===== src/design/moving_box_scan_point_marker_assert.svh =====
// Assertion macros for the moving box scan point marker.
// Needs clk and arst_n in the scope where a macro is used.
`ifndef MOVING_BOX_SCAN_POINT_MARKER_ASSERT_SVH
`define MOVING_BOX_SCAN_POINT_MARKER_ASSERT_SVH
// same-cycle implication
`define MBSP_ASSERT_IMP(lbl, ante, cons, msg) \
	lbl: assert property (@(posedge clk) disable iff (!arst_n) (ante) |-> (cons)) \
		else $error(msg);
// next-cycle implication
`define MBSP_ASSERT_NXT(lbl, ante, cons, msg) \
	lbl: assert property (@(posedge clk) disable iff (!arst_n) (ante) |=> (cons)) \
		else $error(msg);
`endif


===== src/design/mbsp_pkg.sv =====
// Shared types, codes and constant tables of the moving box scan point marker.
// No dependencies.
package mbsp_pkg;
	localparam int CORNERS         = 4;
	localparam int MAX_BOXES_DEF   = 32;
	localparam int TRIG_FRAC_DEF   = 15;
	localparam int TERMS           = 7;
	localparam logic [31:0] PI_Q30 = 32'd3373259426;
	localparam logic [15:0] MIN_SPEED_RST = 16'd300;
	localparam logic [15:0] MARK_MASK_RST = 16'd1;

	localparam logic [1:0] REQ_CLEAR    = 2'd0;
	localparam logic [1:0] REQ_ADD      = 2'd1;
	localparam logic [1:0] REQ_CLASSIFY = 2'd2;

	localparam int CFG_IW = 2;
	localparam logic [CFG_IW-1:0] CFG_MIN_SPEED = 2'd0;
	localparam logic [CFG_IW-1:0] CFG_MARK_MASK = 2'd1;

	typedef struct packed {
		logic                      valid;
		logic [CORNERS-1:0][31:0]  cx;
		logic [CORNERS-1:0][31:0]  cy;
	} box_t;

	typedef struct packed {
		logic shift;
		logic clear;
	} chain_ctl_t;

	typedef struct packed {
		logic signed [31:0] obj_x;
		logic signed [31:0] obj_y;
		logic [15:0]        heading;
		logic [15:0]        size_x;
		logic [15:0]        size_y;
		logic signed [15:0] speed_x;
		logic signed [15:0] speed_y;
	} ld_req_t;

	typedef struct packed {
		logic done;
		box_t box;
	} ld_res_t;

	function automatic logic [7:0] sin_div(input logic [2:0] n);
		case (n)
			3'd1: return 8'd6;
			3'd2: return 8'd20;
			3'd3: return 8'd42;
			3'd4: return 8'd72;
			3'd5: return 8'd110;
			3'd6: return 8'd156;
			3'd7: return 8'd210;
			default: return 8'd1;
		endcase
	endfunction

	function automatic logic [7:0] cos_div(input logic [2:0] n);
		case (n)
			3'd1: return 8'd2;
			3'd2: return 8'd12;
			3'd3: return 8'd30;
			3'd4: return 8'd56;
			3'd5: return 8'd90;
			3'd6: return 8'd132;
			3'd7: return 8'd182;
			default: return 8'd1;
		endcase
	endfunction

	function automatic logic [31:0] mag33(input logic signed [32:0] v);
		logic [32:0] n;
		n = v[32] ? 33'(-v) : 33'(v);
		return n[31:0];
	endfunction
endpackage


===== src/design/mbsp_cell.sv =====
// One cell of the box chain: holds one box and passes it to the next cell.
// Depends on mbsp_pkg.
module mbsp_cell (
	input  logic               clk,
	input  logic               arst_n,
	input  mbsp_pkg::chain_ctl_t ctl,
	input  mbsp_pkg::box_t     din,
	output mbsp_pkg::box_t     dout
);
	import mbsp_pkg::*;

	logic                     valid_q;
	logic [CORNERS-1:0][31:0] cx_q;
	logic [CORNERS-1:0][31:0] cy_q;

	always_ff @(posedge clk or negedge arst_n) begin
		if (!arst_n) begin
			valid_q <= 1'b0;
		end else if (ctl.clear) begin
			valid_q <= 1'b0;
		end else if (ctl.shift) begin
			valid_q <= din.valid;
		end
	end

	always_ff @(posedge clk) begin
		if (ctl.shift) begin
			cx_q <= din.cx;
			cy_q <= din.cy;
		end
	end

	assign dout = '{valid: valid_q, cx: cx_q, cy: cy_q};
endmodule


===== config.mk =====
export PLATFORM = sky130hd
export DESIGN_NAME = mbsp_cell
export DESIGN_NICKNAME = d
export VERILOG_FILES = /design/src/design/moving_box_scan_point_marker_assert.svh /design/src/design/mbsp_pkg.sv /design/src/design/mbsp_cell.sv
export SDC_FILE = /design/constraint.sdc
export NUM_CORES = 1
export LEC_CHECK = 0
export ABC_AREA = 0
export BUFFER_PORTS_ARGS = -buffer_cell sky130_fd_sc_hd__buf_2
export CORE_AREA = 2 2 198 200
export DETAILED_ROUTE_END_ITERATION = 6
export DIE_AREA = 0 0 200 202
export PLACE_DENSITY_LB_ADDON = 0.2
export SLEW_MARGIN = 20
export SYNTH_ARGS = -nofsm -noshare
export SYNTH_HDL_FRONTEND = slang
export SYNTH_SLANG_ARGS = --single-unit

===== constraint.sdc =====
create_clock -name clk -period 0.8 [get_ports clk]
set_clock_uncertainty 0.1 [all_clocks]
set_input_delay 0 -clock clk [delete_from_list [all_inputs] [get_ports clk]]
set_output_delay 0 -clock clk [all_outputs]
set_load 0.005 [all_outputs]

* Word level (Yosys, flattened, before mapping)
Cells that the tools add are included.
Cells by class: add/subtract/negate cells 0, multipliers 0, div/mod/pow operators 0, order comparisons 0, equality and inequality tests 0, shifts and indexed selects 0, multiplexer cells 2, bitwise operators 0, reduce and logical (&&, ||, !) cells 1
Operators with widths (number):
- 1-bit 2-to-1 mux | 2
- 2-bit nonzero test | 1
Storage, ports and cells: bits in registers 257, bits in latches 0, bits in writable memories 0, ROM bits 0, input port bits 261, output and inout bits 257, logic and storage cells 12, memories kept 0

* Longest topological paths before layout
word-level depth 2, mapped depth 2, mapped depth without buffers 2

* Worst setup path after synthesis
No wires, ideal clock.
path kind register to register, start reg valid_q (netlist name), end reg valid_q, setup time 0.118 ns, data arrival time 0.506 ns, data required time 0.582 ns, path slack 0.076 ns, cell stages (with the launch flop) 3, path buffers 0, path through dfrtp_1 > mux2i_1 > nor2_1
RTL lines:
- to (signal assigned) | RTL line mbsp_cell.sv:22 | valid_q <= din.valid;
- to (decl) | RTL line mbsp_cell.sv:12 | logic valid_q;

* Worst setup path in the final report
start reg cx_q, in the netlist dout[230], end out dout[230] (netlist name)
RTL lines:
- from (decl) | RTL line mbsp_cell.sv:13 | logic [CORNERS-1:0][31:0] cx_q;
- from (signal assigned) | RTL line mbsp_cell.sv:28 | cx_q <= din.cx;
- to (decl) | RTL line mbsp_cell.sv:8 | output mbsp_pkg::box_t dout
No word-level cell between the ends.

==> run metrics <==
ANT nets after route=0; Synth Warn #=0; Synth top cells by count=edfxtp_1 (256), buf_4 (1), dfrtp_1 (1), mux2i_1 (1), nor2_1 (1); Syn Inst Count=260; CTS tree=built; layout cells sized above 1=0.5236; critical path's slowest cell=edfxtp_1; Nets=1342; maximum root-to-sink buffer count=3; IO Pins=518; syn avg cell area=29.74 sq um; FF-to-FF setup slack=-0.01 ns; total gr overflow=0; initial DRC count=177; status=finished, violations left; final worst slack=-0.4061 ns; Die ar.=0.04040 sq mm; Final setup viols=258; worst path cell trace=buf_2; Distinct cells, synth=5; Setup crit end kind=output pin; share of the synthesized area in the top cell type=0.9940; Area Overhead vs Synth=90.34%; Die W=200 microns; Mapped Area=0.007734 sq mm; cell family with the largest share of critical-path delay=flip-flops; drt drc=0; # clock sinks=257; WHS Endpoint=dout[148]$_DFFE_PP_; GR Util met2=0.2205; Die Ht=202 microns; clock-pin slew on the worst setup and hold paths=0.06 ns; vias in the first global route=6364; Reg2Reg Launch Point=valid_q$_DFFE_PN0P_; Leak Pwr=6.228 nW; critical path fanouts, max=1; hold path start=ctl[1]; Detailed Route WL=24.72 mm; PwrDens=2220 mW/mm^2; clock root cell=clkbuf_16; ANT cells=0; unrepaired setup endpoints after global routing=true; RR Endpoint=valid_q$_DFFE_PN0P_; Seq/Total Area, Yosys=0.9972; post-CTS setup buffers=0; hold buffers post-CTS=260; GRT busiest layer=met2; HPWL after DPL=17.68 mm; hold_ws=-0.1352 ns; layout filler cell count=3569; TritonCTS buffer count=29; CP startpoint kind=flip-flop; largest area contributor in the netlist=edfxtp_1; routing usage on met3=0.04055; Vias/cell=3.522; detailed-route via count=5706; CP bufs+invs=1; CP Data Arrival Time=1.11 ns; critical setup path kind=reg -> out; failing checks=hold timing, setup timing; most common cell in the synthesized netlist=edfxtp_1; Final Hold Fails=256; Multi-input gate area=13.76 sq um; Worst Max-Slew Pin Slew=0.2336 ns; CP peak stage delay=0.42 ns; met1 Use GR=0.1161; final period utilization=1.508; antenna violations before repair=0; largest net degree at the start of global routing=41; Min Clock Period, post-route=1.206 ns; Worst EP required=0.70 ns; Avg WL per Cell=15.26 microns; cells on worst reg2reg path=2; fmax=829.2 MHz; H-tree levels=1; post-synthesis register bit count=257; Starting Density=0.2020; Final Slew Violations=0; maximum vdd drop=0.001789 V; Hold/Removal Path Class=in -> reg; first-pass GRT wire length=35.25 mm; Async SR Flop Fraction=0.003891; slew margin rel.=0.8442; Tot Pwr=32.69 mW; number of flops mapped to enable cells by yosys=256; main area contributors after synthesis=edfxtp_1 (99%), dfrtp_1 (0.32%), mux2i_1 (0.13%), buf_4 (0.097%), nor2_1 (0.049%); worst hold path cell count=2; syn_nets=521; worst skew pair latency=0.54 ns; Port Buf Inserts=517; ys flop type=edfxtp_1; core area=0.03829 sq mm; DRT Pass-1 Iters=4; Register Area=0.007712 sq mm; GPL Wtd Cong=0.7475; row count=72; GRT Resource Usage Total=0.1154; Max-Cap Viols=0
## flip-flops by register name, summed over array words and instances, names as in the netlist
register,count
dout,256
valid_q,1
## report_power, final
group / switching, mW / total [mW] / internal, mW / leakage (nW)
sequential: 0.256 / 16.3 / 16.0 / 2.52
clock: 5.12 / 13.1 / 7.98 / 0.478
combinational: 1.32 / 3.34 / 2.01 / 3.23
total: 6.69 / 32.7 / 26.0 / 6.23
## logic make-up after synthesis
logic type,after synthesis,synth area share
multiplexers,1,0.001294
buffers and inverters,1,0.0009711
AND/OR/NAND/NOR,1,0.0004849
flip-flops,257,0.9972
## metal layers
| metal | wire length [microns] | vias up |
|---|---|---|
| met4 | 436 | 0 |
| met3 | 2476 | 24 |
| met5 | 0 | - |
| met2 | 13170 | 306 |
| met1 | 8635 | 2661 |
| li1 | - | 2715 |
## layout by cell type, fill, tap and decap left out, types with 3 or more instances in the layout
cell type / n
bufinv_16: 3
dlygate4sd3_1: 260
clkbuf_16: 29
edfxtp_1: 256
clkbuf_1: 5
clkbuf_8: 4
buf_2: 514
clkinv_2: 8
buf_12: 6
buf_4: 8
## what timing repair did
| action | 4_1_cts | 5_1_grt |
|---|---|---|
| resized for setup | 4 | 0 |
| pin swaps | 0 | 1 |
| hold endpoints to repair | 514 | 256 |
| setup endpoints to repair | 257 | 258 |
## final cells by class
| type | instances | area share |
|---|---|---|
| clock buffers | 38 | 0.05431 |
| flip-flops and latches | 257 | 0.5239 |
| clock inverters | 14 | 0.01045 |
| well taps | 518 | 0.04403 |
| multi-input cells | 2 | 0.0009350 |
| repair buffers | 791 | 0.3663 |
## per-stage QoR
step / instances / setup WS (ns) / utilization / cell area, sq um / setup TNS [ns]
2_1_floorplan: 260 / 0.07583 / - / 7734 / 0
3_3_place_gp: 1308 / -0.1591 / 0.2913 / 11150 / -27.28
3_5_place_dp: 1308 / -0.1782 / 0.2913 / 11150 / -29.24
4_1_cts: 1620 / -0.4470 / 0.3845 / 14720 / -94.47
5_1_grt: 1620 / -0.4482 / 0.3845 / 14720 / -99.43
6_report: 1620 / -0.4061 / 0.3845 / 14720 / -84.94
## how the worst max path moves through the flow
stage / startpoint / end / slack, ns / cells after the start
2_1_floorplan: valid_q$_DFFE_PN0P_ / valid_q$_DFFE_PN0P_ / 0.08 / 2
3_3_place_gp: ctl[1] / dout[228]$_DFFE_PP_ / -0.16 / 2
3_5_place_dp: ctl[1] / dout[195]$_DFFE_PP_ / -0.18 / 2
4_1_cts: dout[230]$_DFFE_PP_ / dout[230] / -0.45 / 1
5_1_grt: dout[230]$_DFFE_PP_ / dout[230] / -0.45 / 1
6_report: dout[230]$_DFFE_PP_ / dout[230] / -0.41 / 1
No activity file was read; power rests on OpenSTA's default activity.
